**config.mk**
```make
export PLATFORM = sky130hd
export DESIGN_NAME = adc_sample_scale_and_stats_unit
export DESIGN_NICKNAME = d
export VERILOG_FILES = /design/src/rtl/adcss_pkg.sv /design/src/rtl/adc_sample_scale_and_stats_unit.sv /design/src/rtl/adcss_front.sv /design/src/rtl/adcss_queue.sv /design/src/rtl/adcss_div.sv /design/src/rtl/adcss_back.sv
export SDC_FILE = /design/constraint.sdc
export NUM_CORES = 1
export LEC_CHECK = 0
export BUFFER_PORTS_ARGS = -buffer_cell sky130_fd_sc_hd__buf_4
export CORE_MARGIN = 1
export CORE_UTILIZATION = 50
export DETAILED_ROUTE_END_ITERATION = 8
export PLACE_DENSITY = 0.68
export SYNTH_ARGS = -nofsm -noshare
export SYNTH_HDL_FRONTEND = slang
export SYNTH_SLANG_ARGS = --single-unit
export TNS_END_PERCENT = 10
```
**constraint.sdc**
```tcl
create_clock -name clk_i -period 7.9 [get_ports clk_i]
set_input_delay 1.185 -clock clk_i [delete_from_list [all_inputs] [get_ports clk_i]]
set_output_delay 1.185 -clock clk_i [all_outputs]
set_load 0.1 [all_outputs]
```
**src/rtl/adcss_pkg.sv**
```systemverilog
// shared types, constants and scaling function for the adc sample scale and stats unit
package adcss_pkg;

  localparam int SampleW   = 23;
  localparam int SumW      = 32;
  localparam int AvgW      = 31;
  localparam int NumPtsW   = 17;
  localparam int DivisorW  = NumPtsW + 1;
  localparam int CfgIdxW   = 3;
  localparam int CfgDataW  = NumPtsW;
  localparam int QueueDepth = 2;
  localparam int MaxPoints = 65536;

  localparam logic [7:0]         ZeroReset   = 8'd128;
  localparam logic [1:0]         RangeReset  = 2'd3;
  localparam logic [NumPtsW-1:0] NumPtsReset = 17'd1024;

  localparam logic signed [SampleW-1:0] SamplePos = {1'b0, {(SampleW-1){1'b1}}};
  localparam logic signed [SampleW-1:0] SampleNeg = {1'b1, {(SampleW-1){1'b0}}};

  // quant step per range code
  localparam logic [13:0] QuantTable [4] = '{14'd2000, 14'd4000, 14'd8000, 14'd16000};

  typedef enum logic [CfgIdxW-1:0] {
    CFG_ZERO_LINE0  = 3'd0,
    CFG_ZERO_LINE1  = 3'd1,
    CFG_RANGE_LINE0 = 3'd2,
    CFG_RANGE_LINE1 = 3'd3,
    CFG_STATS_EN    = 3'd4,
    CFG_NUM_POINTS  = 3'd5
  } cfg_index_e;

  typedef enum logic [1:0] {
    ST_FIRST,
    ST_SECOND,
    ST_DIV
  } back_state_e;

  typedef struct packed {
    logic [7:0]         zero_line0;
    logic [7:0]         zero_line1;
    logic [1:0]         range_line0;
    logic [1:0]         range_line1;
    logic               stats_enable;
    logic [NumPtsW-1:0] num_points;
  } cfg_t;

  typedef struct packed {
    logic signed [SampleW-1:0] s0;
    logic signed [SampleW-1:0] s1;
    logic                      last;
  } entry_t;

  typedef struct packed {
    logic signed [SampleW-1:0] sample;
    logic                      pair_end;
    logic                      stats_valid;
    logic signed [SampleW-1:0] min_value;
    logic signed [SampleW-1:0] max_value;
    logic signed [AvgW-1:0]    average;
    logic signed [SumW-1:0]    integral;
  } result_t;

  // (b + zero - 256) * quant
  function automatic logic signed [SampleW-1:0] scale_byte(
    input logic [7:0] b,
    input logic [7:0] zero,
    input logic [1:0] range
  );
    logic signed [9:0]  off;
    logic signed [14:0] quant;
    logic signed [24:0] prod;
    off   = $signed({2'b00, b}) + $signed({2'b00, zero}) - 10'sd256;
    quant = $signed({1'b0, QuantTable[range]});
    prod  = off * quant;
    return prod[SampleW-1:0];
  endfunction

endpackage

```
**src/rtl/adc_sample_scale_and_stats_unit.sv**
```systemverilog
// top level: config registers, front stage, entry queue and back stage
//
// channel   dir  handshake                  payload
// s_axis    in   s_axis_tvalid/tready       tdata: data_word; tuser: line; tlast: last_word
// m_axis    out  m_axis_tvalid/tready       tdata: sample, min, max, average, integral;
//                                           tuser: stats_valid; tlast: pair_end
// cfg       in   cfg_valid/cfg_ready        cfg_index, cfg_data
//
// each word gives two results, its first sample and then its second.
// a last word with statistics enabled also waits on the 32-step divider before its second result.
// the front scales a word into its register and parks it in a two-entry queue, so input
// words keep flowing while the back waits on the output or the divider.
// reset clears all control state and loads the config defaults; no clearing pass.
module adc_sample_scale_and_stats_unit #(
  parameter int MaxPoints = adcss_pkg::MaxPoints
) (
  input  logic                            clk_i,
  input  logic                            rst_ni,
  input  logic                            s_axis_tvalid,
  output logic                            s_axis_tready,
  input  logic [15:0]                     s_axis_tdata,  // [15:0] data_word
  input  logic                            s_axis_tuser,  // [0] line
  input  logic                            s_axis_tlast,
  output logic                            m_axis_tvalid,
  input  logic                            m_axis_tready,
  // [22:0] sample, [45:23] min_value, [68:46] max_value, [99:69] average,
  // [131:100] integral, [135:132] zero
  output logic [135:0]                    m_axis_tdata,
  output logic                            m_axis_tuser,  // [0] stats_valid
  output logic                            m_axis_tlast,
  input  logic                            cfg_valid_i,
  output logic                            cfg_ready_o,
  input  logic [adcss_pkg::CfgIdxW-1:0]   cfg_index_i,
  input  logic [adcss_pkg::CfgDataW-1:0]  cfg_data_i
);

  adcss_pkg::cfg_t    cfg_q;
  adcss_pkg::entry_t  f_entry, q_entry;
  adcss_pkg::result_t res;
  logic               q_full, q_push, q_pop, q_valid;

  assign cfg_ready_o = 1'b1;

  always_ff @(posedge clk_i or negedge rst_ni) begin
    if (!rst_ni) begin
      cfg_q.zero_line0   <= adcss_pkg::ZeroReset;
      cfg_q.zero_line1   <= adcss_pkg::ZeroReset;
      cfg_q.range_line0  <= adcss_pkg::RangeReset;
      cfg_q.range_line1  <= adcss_pkg::RangeReset;
      cfg_q.stats_enable <= 1'b0;
      cfg_q.num_points   <= adcss_pkg::NumPtsReset;
    end else if (cfg_valid_i) begin
      unique case (cfg_index_i)
        adcss_pkg::CFG_ZERO_LINE0:  cfg_q.zero_line0   <= cfg_data_i[7:0];
        adcss_pkg::CFG_ZERO_LINE1:  cfg_q.zero_line1   <= cfg_data_i[7:0];
        adcss_pkg::CFG_RANGE_LINE0: cfg_q.range_line0  <= cfg_data_i[1:0];
        adcss_pkg::CFG_RANGE_LINE1: cfg_q.range_line1  <= cfg_data_i[1:0];
        adcss_pkg::CFG_STATS_EN:    cfg_q.stats_enable <= cfg_data_i[0];
        adcss_pkg::CFG_NUM_POINTS:  cfg_q.num_points   <= cfg_data_i;
        default: ;
      endcase
    end
  end

  adcss_front u_front (
    .clk_i       (clk_i),
    .rst_ni      (rst_ni),
    .in_valid_i  (s_axis_tvalid),
    .in_ready_o  (s_axis_tready),
    .data_word_i (s_axis_tdata),
    .line_i      (s_axis_tuser),
    .last_word_i (s_axis_tlast),
    .cfg_i       (cfg_q),
    .full_i      (q_full),
    .push_o      (q_push),
    .entry_o     (f_entry)
  );

  adcss_queue u_queue (
    .clk_i   (clk_i),
    .rst_ni  (rst_ni),
    .push_i  (q_push),
    .entry_i (f_entry),
    .full_o  (q_full),
    .pop_i   (q_pop),
    .valid_o (q_valid),
    .entry_o (q_entry)
  );

  adcss_back #(
    .MaxPoints (MaxPoints)
  ) u_back (
    .clk_i       (clk_i),
    .rst_ni      (rst_ni),
    .cfg_i       (cfg_q),
    .q_valid_i   (q_valid),
    .q_entry_i   (q_entry),
    .q_pop_o     (q_pop),
    .out_valid_o (m_axis_tvalid),
    .out_ready_i (m_axis_tready),
    .out_o       (res)
  );

  assign m_axis_tdata = {4'b0000, res.integral, res.average, res.max_value,
                         res.min_value, res.sample};
  assign m_axis_tuser = res.stats_valid;
  assign m_axis_tlast = res.pair_end;

endmodule

```
**src/rtl/adcss_front.sv**
```systemverilog
// front stage: accepts words and scales both samples into a queue entry
module adcss_front (
  input  logic                 clk_i,
  input  logic                 rst_ni,
  input  logic                 in_valid_i,
  output logic                 in_ready_o,
  input  logic [15:0]          data_word_i,
  input  logic                 line_i,
  input  logic                 last_word_i,
  input  adcss_pkg::cfg_t      cfg_i,
  input  logic                 full_i,
  output logic                 push_o,
  output adcss_pkg::entry_t    entry_o
);

  logic              valid_q;
  adcss_pkg::entry_t entry_q, entry_d;
  logic [7:0]        zero;
  logic [1:0]        range;
  logic              accept;

  assign in_ready_o = !valid_q || !full_i;
  assign accept     = in_valid_i && in_ready_o;
  assign push_o     = valid_q && !full_i;
  assign entry_o    = entry_q;

  always_comb begin
    zero          = line_i ? cfg_i.zero_line1 : cfg_i.zero_line0;
    range         = line_i ? cfg_i.range_line1 : cfg_i.range_line0;
    entry_d.s0    = adcss_pkg::scale_byte(data_word_i[7:0], zero, range);
    entry_d.s1    = adcss_pkg::scale_byte(data_word_i[15:8], zero, range);
    entry_d.last  = last_word_i;
  end

  always_ff @(posedge clk_i or negedge rst_ni) begin
    if (!rst_ni) begin
      valid_q <= 1'b0;
    end else if (accept) begin
      valid_q <= 1'b1;
    end else if (push_o) begin
      valid_q <= 1'b0;
    end
  end

  always_ff @(posedge clk_i) begin
    if (accept) begin
      entry_q <= entry_d;
    end
  end

endmodule

```
**src/rtl/adcss_queue.sv**
```systemverilog
// short queue of scaled word entries between front and back
module adcss_queue (
  input  logic              clk_i,
  input  logic              rst_ni,
  input  logic              push_i,
  input  adcss_pkg::entry_t entry_i,
  output logic              full_o,
  input  logic              pop_i,
  output logic              valid_o,
  output adcss_pkg::entry_t entry_o
);

  localparam int Depth = adcss_pkg::QueueDepth;
  localparam int AddrW = (Depth > 1) ? $clog2(Depth) : 1;
  localparam int CntW  = $clog2(Depth + 1);

  adcss_pkg::entry_t mem_q [Depth];
  logic [AddrW-1:0]  wr_ptr_q, rd_ptr_q;
  logic [CntW-1:0]   count_q;
  logic              do_push, do_pop;

  assign full_o  = (count_q == CntW'(Depth));
  assign valid_o = (count_q != '0);
  assign entry_o = mem_q[rd_ptr_q];
  assign do_push = push_i && !full_o;
  assign do_pop  = pop_i && valid_o;

  always_ff @(posedge clk_i or negedge rst_ni) begin
    if (!rst_ni) begin
      wr_ptr_q <= '0;
      rd_ptr_q <= '0;
      count_q  <= '0;
    end else begin
      if (do_push) begin
        wr_ptr_q <= (wr_ptr_q == AddrW'(Depth - 1)) ? '0 : wr_ptr_q + 1'b1;
      end
      if (do_pop) begin
        rd_ptr_q <= (rd_ptr_q == AddrW'(Depth - 1)) ? '0 : rd_ptr_q + 1'b1;
      end
      if (do_push && !do_pop) begin
        count_q <= count_q + 1'b1;
      end else if (do_pop && !do_push) begin
        count_q <= count_q - 1'b1;
      end
    end
  end

  always_ff @(posedge clk_i) begin
    if (do_push) begin
      mem_q[wr_ptr_q] <= entry_i;
    end
  end

endmodule

```
**src/rtl/adcss_div.sv**
```systemverilog
// restoring divider, one quotient bit per cycle, signed dividend truncated toward zero
module adcss_div (
  input  logic                                   clk_i,
  input  logic                                   rst_ni,
  input  logic                                   start_i,
  input  logic signed [adcss_pkg::SumW-1:0]      dividend_i,
  input  logic [adcss_pkg::DivisorW-1:0]         divisor_i,
  output logic                                   busy_o,
  output logic signed [adcss_pkg::AvgW-1:0]      quotient_o
);

  localparam int SumW = adcss_pkg::SumW;
  localparam int DivW = adcss_pkg::DivisorW;
  localparam int CntW = $clog2(SumW);

  logic              busy_q;
  logic [CntW-1:0]   cnt_q;
  logic              neg_q;
  logic [SumW-1:0]   mag_q;
  logic [DivW-1:0]   rem_q;
  logic [DivW-1:0]   div_q;
  logic [DivW:0]     rem_sh;
  logic [DivW:0]     rem_sub;
  logic              q_bit;
  logic [SumW-1:0]   signed_q;

  always_comb begin
    rem_sh   = {rem_q, mag_q[SumW-1]};
    rem_sub  = rem_sh - {1'b0, div_q};
    q_bit    = (rem_sh >= {1'b0, div_q});
    signed_q = neg_q ? (~mag_q + 1'b1) : mag_q;
  end

  assign busy_o     = busy_q;
  assign quotient_o = signed_q[adcss_pkg::AvgW-1:0];

  always_ff @(posedge clk_i or negedge rst_ni) begin
    if (!rst_ni) begin
      busy_q <= 1'b0;
      cnt_q  <= '0;
    end else if (start_i) begin
      busy_q <= 1'b1;
      cnt_q  <= '0;
    end else if (busy_q) begin
      cnt_q <= cnt_q + 1'b1;
      if (cnt_q == CntW'(SumW - 1)) begin
        busy_q <= 1'b0;
      end
    end
  end

  always_ff @(posedge clk_i) begin
    if (start_i) begin
      neg_q <= dividend_i[SumW-1];
      mag_q <= dividend_i[SumW-1] ? (~dividend_i + 1'b1) : dividend_i;
      rem_q <= '0;
      div_q <= divisor_i;
    end else if (busy_q) begin
      mag_q <= {mag_q[SumW-2:0], q_bit};
      rem_q <= q_bit ? rem_sub[DivW-1:0] : rem_sh[DivW-1:0];
    end
  end

endmodule

```
**src/rtl/adcss_back.sv**
```systemverilog
// back stage: run statistics, result sequencing and output register
module adcss_back #(
  parameter int MaxPoints = adcss_pkg::MaxPoints
) (
  input  logic               clk_i,
  input  logic               rst_ni,
  input  adcss_pkg::cfg_t    cfg_i,
  input  logic               q_valid_i,
  input  adcss_pkg::entry_t  q_entry_i,
  output logic               q_pop_o,
  output logic               out_valid_o,
  input  logic               out_ready_i,
  output adcss_pkg::result_t out_o
);

  localparam int SampleW = adcss_pkg::SampleW;
  localparam int SumW    = adcss_pkg::SumW;
  localparam int DivW    = adcss_pkg::DivisorW;

  adcss_pkg::back_state_e state_q, state_d;
  adcss_pkg::result_t     res_q, res_d;
  logic                   out_valid_q, out_load;
  logic                   out_free;

  logic signed [SampleW-1:0] min_q, max_q, min_d, max_d;
  logic signed [SampleW-1:0] base_min, base_max, lo, hi;
  logic signed [SumW-1:0]    sum_q, sum_d, base_sum;
  logic                      open_q, open_d, acc_load;

  logic                      div_start, div_busy;
  logic signed [adcss_pkg::AvgW-1:0] div_quot;
  logic [DivW-1:0]           divisor;

  assign out_free    = !out_valid_q || out_ready_i;
  assign out_valid_o = out_valid_q;
  assign out_o       = res_q;

  // divisor: num_points rounded up to even, held in 2..MaxPoints
  always_comb begin
    logic [DivW-1:0] rnd;
    rnd = {1'b0, cfg_i.num_points} + 1'b1;
    rnd = {rnd[DivW-1:1], 1'b0};
    if (rnd < DivW'(2)) begin
      rnd = DivW'(2);
    end
    if (32'(rnd) > 32'(MaxPoints)) begin
      rnd = DivW'(MaxPoints);
    end
    divisor = rnd;
  end

  // statistics fold for both samples of the head entry
  always_comb begin
    base_min = open_q ? min_q : adcss_pkg::SamplePos;
    base_max = open_q ? max_q : adcss_pkg::SampleNeg;
    base_sum = open_q ? sum_q : '0;
    lo       = (q_entry_i.s0 < q_entry_i.s1) ? q_entry_i.s0 : q_entry_i.s1;
    hi       = (q_entry_i.s0 > q_entry_i.s1) ? q_entry_i.s0 : q_entry_i.s1;
    min_d    = (lo < base_min) ? lo : base_min;
    max_d    = (hi > base_max) ? hi : base_max;
    sum_d    = base_sum + {{(SumW-SampleW){q_entry_i.s0[SampleW-1]}}, q_entry_i.s0}
                        + {{(SumW-SampleW){q_entry_i.s1[SampleW-1]}}, q_entry_i.s1};
  end

  always_comb begin
    state_d   = state_q;
    res_d     = '0;
    out_load  = 1'b0;
    acc_load  = 1'b0;
    open_d    = open_q;
    q_pop_o   = 1'b0;
    div_start = 1'b0;
    unique case (state_q)
      adcss_pkg::ST_FIRST: begin
        if (q_valid_i && out_free) begin
          res_d.sample = q_entry_i.s0;
          out_load     = 1'b1;
          acc_load     = 1'b1;
          open_d       = 1'b1;
          state_d      = adcss_pkg::ST_SECOND;
        end
      end
      adcss_pkg::ST_SECOND: begin
        if (q_entry_i.last && cfg_i.stats_enable) begin
          div_start = 1'b1;
          state_d   = adcss_pkg::ST_DIV;
        end else if (out_free) begin
          res_d.sample      = q_entry_i.s1;
          res_d.pair_end    = 1'b1;
          res_d.stats_valid = q_entry_i.last;
          out_load          = 1'b1;
          q_pop_o           = 1'b1;
          if (q_entry_i.last) begin
            open_d = 1'b0;
          end
          state_d = adcss_pkg::ST_FIRST;
        end
      end
      adcss_pkg::ST_DIV: begin
        if (!div_busy && out_free) begin
          res_d.sample      = q_entry_i.s1;
          res_d.pair_end    = 1'b1;
          res_d.stats_valid = 1'b1;
          res_d.min_value   = min_q;
          res_d.max_value   = max_q;
          res_d.average     = div_quot;
          res_d.integral    = sum_q;
          out_load          = 1'b1;
          q_pop_o           = 1'b1;
          open_d            = 1'b0;
          state_d           = adcss_pkg::ST_FIRST;
        end
      end
      default: state_d = adcss_pkg::ST_FIRST;
    endcase
  end

  adcss_div u_div (
    .clk_i      (clk_i),
    .rst_ni     (rst_ni),
    .start_i    (div_start),
    .dividend_i (sum_q),
    .divisor_i  (divisor),
    .busy_o     (div_busy),
    .quotient_o (div_quot)
  );

  always_ff @(posedge clk_i or negedge rst_ni) begin
    if (!rst_ni) begin
      state_q     <= adcss_pkg::ST_FIRST;
      out_valid_q <= 1'b0;
      open_q      <= 1'b0;
    end else begin
      state_q <= state_d;
      open_q  <= open_d;
      if (out_load) begin
        out_valid_q <= 1'b1;
      end else if (out_ready_i) begin
        out_valid_q <= 1'b0;
      end
    end
  end

  always_ff @(posedge clk_i) begin
    if (out_load) begin
      res_q <= res_d;
    end
    if (acc_load) begin
      min_q <= min_d;
      max_q <= max_d;
      sum_q <= sum_d;
    end
  end

  a_stats_on_pair_end: assert property (@(posedge clk_i) disable iff (!rst_ni)
    out_valid_q && res_q.stats_valid |-> res_q.pair_end)
    else $error("stats shown on a first result");

  a_div_only_on_last: assert property (@(posedge clk_i) disable iff (!rst_ni)
    state_q == adcss_pkg::ST_DIV |-> q_valid_i && q_entry_i.last)
    else $error("division running without a last entry at the head");

  a_no_restart: assert property (@(posedge clk_i) disable iff (!rst_ni)
    div_start |-> !div_busy)
    else $error("divider restarted while busy");

  a_stats_zero: assert property (@(posedge clk_i) disable iff (!rst_ni)
    out_valid_q && !res_q.stats_valid |-> res_q.integral == '0 && res_q.min_value == '0)
    else $error("statistics fields not cleared outside a run end");

  a_pop_after_first: assert property (@(posedge clk_i) disable iff (!rst_ni)
    q_pop_o |-> state_q != adcss_pkg::ST_FIRST)
    else $error("entry popped before its first sample went out");

endmodule

```
; ---- Yosys cells after proc, flatten, opt, wreduce, memory -nomap -nowiden
; Memory sizes are Yosys's and may differ from the RTL's.
; Cells that the tools add are included.
[totals]
in_bits = 43
latch_bits = 0
elab_cells = 169
ram_bits = 94
output_inout_bits = 141
memories = 1
register_bits = 381
mem_bits_ro = 0
[memory_table]
columns = memory, words, word_bits, read_ports, rd_ports_with_merged_regs, wr, line_no
row1 = u_queue.mem_q, 2, 47, 1, 0, 1, adcss_queue.sv:17  ; adcss_pkg::entry_t mem_q [Depth];
[classes]
n_addsub = 15
shift = 0
multipliers = 2
bitwise_logic = 3
order_cmp = 8
n_eq_ne = 15
div_mod_pow = 0
mux = 59
n_reduce_logical = 34
[op_table]
columns = cell, n
row1 = 2-to-1 mux 23 bit, 7
row2 = 2-to-1 mux 134 bit, 1
row3 = 2-to-1 mux 32 bit, 4
row4 = case mux 23 bit (3 select lines), 1
row5 = adder 32 bit, 2
row6 = 2-to-1 mux 25 bit, 2
row7 = > comparator 23 bit, 2
row8 = less-than comparator 23 bit, 2
row9 = multiplier 10 x 15 -> 23 bit, 2
row10 = 2-to-1 mux 18 bit, 2
row11 = "adder 32 x 1 -> 32 bit, second input constant", 1
row12 = NOT 32 bit, 1
row13 = "adder 31 x 1 -> 31 bit, second input constant", 1
row14 = 2-to-1 mux 31 bit, 1
row15 = NOT 31 bit, 1
row16 = binary-select mux 14 bit (select 2 bit), 1
row17 = 2-to-1 mux 14 bit, 2
row18 = 2-to-1 mux 1 bit, 23
row19 = "subtractor 9 x 9 -> 10 bit, second input constant", 2
row20 = >= comparator 19 x 18 -> 1 bit, 1
row21 = "adder 17 x 1 -> 18 bit, second input constant", 1
row22 = adder 8 x 8 -> 9 bit, 2
row23 = "> comparator 18 x 17 -> 1 bit, second input constant", 1
row24 = "less-than comparator 18 x 2 -> 1 bit, second input constant", 1
row25 = 33 further kinds, 72

; ---- Logic depth before layout (Yosys ltp)
[logic_depth]
ltp_word = 9
ltp_mapped = 30
mapped_depth_nobuf = 29

; ---- Hierarchy
; From an unflattened synthesis, not the netlist that was laid out.
[hier_totals]
cells_unflattened = 2992
area_unflattened_um2 = 32726.4
[by_module_without_submodules]
columns = mod, instances, cells_each, seq_area_each_um2, area_per_inst_um2
row1 = adcss_back, 1, 1318, 6466.2, 14099.8
row2 = adcss_front, 1, 875, 1196.1, 8389.3
row3 = adcss_div, 1, 543, 2042.0, 5019.8
row4 = adcss_queue, 1, 165, 2922.8, 3668.5
row5 = adc_sample_scale_and_stats_unit, 1, 91, 959.7, 1549.0

; ---- Worst setup path before layout
; No wires, ideal clock.
[synth_timing]
path_kind = input port to flip-flop
start = input s_axis_tuser
end = register u_front.entry_q, in the netlist u_front.entry_o[46] (data pin)
cell_stages = 30
t_required_ns = 7.641
setup_ns = 0.259
slack_ns = -0.410
path_buffers = 2
arrival_time_ns = 8.051
path_cell_list = buf_1 > mux2_2 > ha_1 > inv_1 > fa_1 > nor2b_1 > o21ai_0 > a21boi_0 > o21ai_0 > a21boi_0 > o21ai_0 > nand2b_1 > clkbuf_1 > or2_2 > fa_1 > fa_1 > inv_1 > fa_1 > fa_1 > inv_1 > fa_1 > inv_1 > ha_1 > or2_2 > o31ai_1 > o31ai_1 > o41a_1 > a211o_1 > a21oi_1 > xnor2_1
[synth_lines]
columns = item, line_no
row1 = start: declaration, adc_sample_scale_and_stats_unit.sv:22  ; input logic s_axis_tuser,
row2 = end signal: assignment, adcss_front.sv:47  ; entry_q <= entry_d;
row3 = end: declaration, adcss_front.sv:17  ; adcss_pkg::entry_t entry_q, entry_d;

==> impl_metrics.sql <==
INSERT INTO impl_metrics (metric_group, metric, value, unit) VALUES
('placement', 'io_buffer_count', '170', ''),
('logic_synthesis', 'synthMuxAreaShare', '6.27', '%'),
('worst_setup_path', 'critical_path.endpoint_type', 'flip-flop', ''),
('worst_setup_path', 'worstPathMaxFanout', '4', ''),
('cells_and_area', 'final-seq-area', '12700', 'sq um'),
('clocking', 'tritoncts', 'built', ''),
('logic_synthesis', 'synth_compound_gate_area_share', '7.77', '%'),
('drt', 'detailedRoute.firstIterationViolations', '1046', ''),
('clocking', 'cts-htree-levels', '2', ''),
('timing', 'finalHoldViolations', '0', ''),
('worst_setup_path', 'cpPeakStageDelay', '0.54', 'ns'),
('clocking', 'cts_sinks', '438', ''),
('timing', 'finalSetupViolCount', '0', ''),
('worst_setup_path', 'timing.setup.critical_path_class', 'input port to flip-flop', ''),
('worst_setup_path', 'critPathMostFrequentCell', 'fa_1', ''),
('timing', 'fin_crit', '7.46', 'ns'),
('clocking', 'worst_skew_pair.late_latency', '0.60', 'ns'),
('timing', 'worst_slew_pin_slew', '1.24', 'ns'),
('drt', 'drtPass1Iterations', '8', ''),
('grt', 'grt_overflow_total', '0', ''),
('logic_synthesis', 'mappedNetlistArea', '30000', 'sq um'),
('logic_synthesis', 'synth.most_common_cell', 'edfxtp_1', ''),
('logic_synthesis', 'postSynthAreaPerCell', '11.0', 'sq um'),
('logic_synthesis', 'post-synth-top-area-fraction', '36.7', '%'),
('floorplanning', 'die-width', '247', 'microns'),
('logic_synthesis', 'synth_area_leaders', 'edfxtp_1, fa_1, ha_1', ''),
('worst_hold_path', 'min_from', 'u_front.entry_o[41]$_DFFE_PP_', ''),
('worst_setup_path', 'cp-startpoint', 's_axis_tuser', ''),
('run', 'drv_cap', '0', ''),
('logic_synthesis', 'synth_top_family_by_area', 'adder cells', ''),
('drt', 'drc_errors', '36', ''),
('worst_hold_path', 'min_path_type', 'flip-flop to flip-flop', ''),
('cells_and_area', 'nFillCells', '4951', ''),
('timing', 'finalHoldWorstSlack', '0.429', 'ns'),
('cells_and_area', 'design_area', '34100', 'sq um'),
('cells_and_area', 'multi_input_area', '15900', 'sq um'),
('timing', 'final_cycle_utilization_of_the_critical_path', '94.4', '%'),
('placement', 'gp_congestion', '0.883', ''),
('logic_synthesis', 'ys.flop_type', 'edfxtp_1', ''),
('outcome', 'failing_checks', 'DRC', ''),
('floorplanning', 'core-area', '59200', 'sq um'),
('logic_synthesis', 'synth_common_cells', 'edfxtp_1, inv_1, ha_1', ''),
('placement', 'dp.final_hpwl', '49600', 'microns'),
('worst_setup_path', 'cp_data_arrival_time', '7.80', 'ns'),
('drt', 'avgViaCountPerCell', '5.35', ''),
('drt', 'route.vias.total', '20000', ''),
('outcome', 'outcome', 'finished with violations', ''),
('logic_synthesis', 'synthDominantAreaCellType', 'edfxtp_1', ''),
('drt', 'routed_wire_length_per_instance', '17.2', 'microns'),
('clocking', 'path_clk_slew', '0.06', 'ns'),
('logic_synthesis', 'syn-instance-count', '2737', ''),
('clocking', 'cts_root_buf', 'clkbuf_16', ''),
('worst_setup_path', 'worstReg2RegStart', 'cfg_q[22]$_DFFE_PN0P_', ''),
('logic_synthesis', 'share_of_async_settable_or_async_resettable_flops_after_synthesis', '12.1', '%'),
('drt', 'ant_nets', '0', ''),
('cells_and_area', 'final_net_count', '3382', ''),
('grt', 'largest_net_degree_at_the_start_of_global_routing', '127', ''),
('floorplanning', 'starting_density_of_the_core', '50.7', '%'),
('worst_setup_path', 'worstPathRequired', '8.24', 'ns'),
('floorplanning', 'design.die.area', '61100', 'sq um'),
('floorplanning', 'core.rowCount', '89', ''),
('logic_synthesis', 'synth-edff-count', '367', ''),
('timing', 'totalNegativeSetupSlack', '0', 'ns'),
('clocking', 'cts_made_buffers', '48', ''),
('logic_synthesis', 'simple_logic_cell_fraction_of_the_synthesized_area', '12.9', '%'),
('grt', 'grtUsageTotal', '21.6', '%'),
('logic_synthesis', 'synth_warnings', '0', ''),
('floorplanning', 'num_io_pins', '184', ''),
('grt', 'grt_pass1_wl', '105000', 'microns'),
('clocking', 'post-cts-setup-buffers', '0', ''),
('placement', 'placedInstanceArea', '32400', 'sq um');
[cells in the final DEF (no fill, tap or decap), drive strengths merged, types with 18 or more instances in the layout]
master	instances
dfxtp	18
clkbuf	59
nor2b	28
and3	27
nand2b	30
o31ai	22
nand2	197
buf	234
nor2	237
a22oi	20
dfrtp	46
nor3	35
inv	305
nand3	32
ha	243
fa	161
o21ai	95
edfxtp	367
xnor2	77
mux2	135
xor2	84
a21o	27
or3	18
a21oi	103
mux2i	36
and2	131
[what timing repair did]
action | CTS | global route
hold buffers | 0 | 0
endpoints found under the hold margin | 0 | 0
gates resized for setup | 0 | 1
setup endpoints to repair | 0 | 2
[critical path, delay by kind of cell]
kind                       cells  cell delay, ns
AOI/OAI and AO/OA              8            1.95
xor gates and xnor gates       2            0.42
adders and majority gates      8            3.32
buffers and inverters          5            0.33
muxes                          1            0.24
and+or+nand+nor                3            0.36
[area by class of cell]
cell class,instances,share of cell area [%]
clock buffers,59,3.73
inverters,298,3.28
multi-input cells,1915,46.5
repair buffers,234,5.19
clock inverters,30,1.14
well taps,773,2.84
flip-flops and latches,438,37.3
[sequential cells by signal, indices dropped and copies added, names as in the netlist, 2 cells and up]
| signal | flops |
|---|---|
| u_front.entry_o | 39 |
| u_back.u_div.cnt_q | 5 |
| u_back.state_q | 2 |
| u_queue.mem_q | 78 |
| u_back.out_o | 126 |
| cfg_q | 38 |
| u_back.max_q | 23 |
| u_back.u_div.div_q | 17 |
| u_back.min_q | 23 |
| u_queue.count_q | 2 |
| u_back.u_div.rem_q | 18 |
| u_back.u_div.mag_q | 32 |
| u_back.sum_q | 28 |
[logic make-up (layout without fill, tap and decap cells)]
family / count (synthesis) / count (layout)
other cells: 2 / 14
mux: 171 / 171
flops: 438 / 438
simple gates: 794 / 794
compound gates: 371 / 371
buf+inv: 396 / 621
fa+ha+maj: 404 / 404
xor+xnor: 161 / 161
[per-layer routing]
metal	vias to the layer above	wire, microns	GRT usage [%]
li1	9825	-	-
met1	9679	28800	28.7
met2	425	30600	35.7
met3	119	2710	2.67
met4	0	2440	8.66
met5	-	0	0
[worst paths after layout]
kind,to,slack [ns],cells past startpoint
worst max-delay path,u_front.entry_o[46]$_DFFE_PP_,0.44,27
worst min-delay path,u_queue.mem_q[1][41]$_DFFE_PP_,0.43,0
worst max register to register,u_front.entry_o[23]$_DFFE_PP_,0.84,28
worst min register to register,u_queue.mem_q[1][41]$_DFFE_PP_,0.43,0
max in group asynchronous,u_queue.rd_ptr_q$_DFFE_PN0P_,6.75,1
min in group asynchronous,cfg_q[12]$_DFFE_PN0P_,0.65,1
[per-stage QoR]
stage	utilization, %	cells
after global routing	57.6	3747
final	57.6	3747
after detailed placement	54.8	3658
after floorplan	-	2749
after global placement	54.8	3658
after CTS	57.6	3747
Power is not shown: default switching activity piles up to over one toggle a cycle in this logic, so the estimate is an artifact.
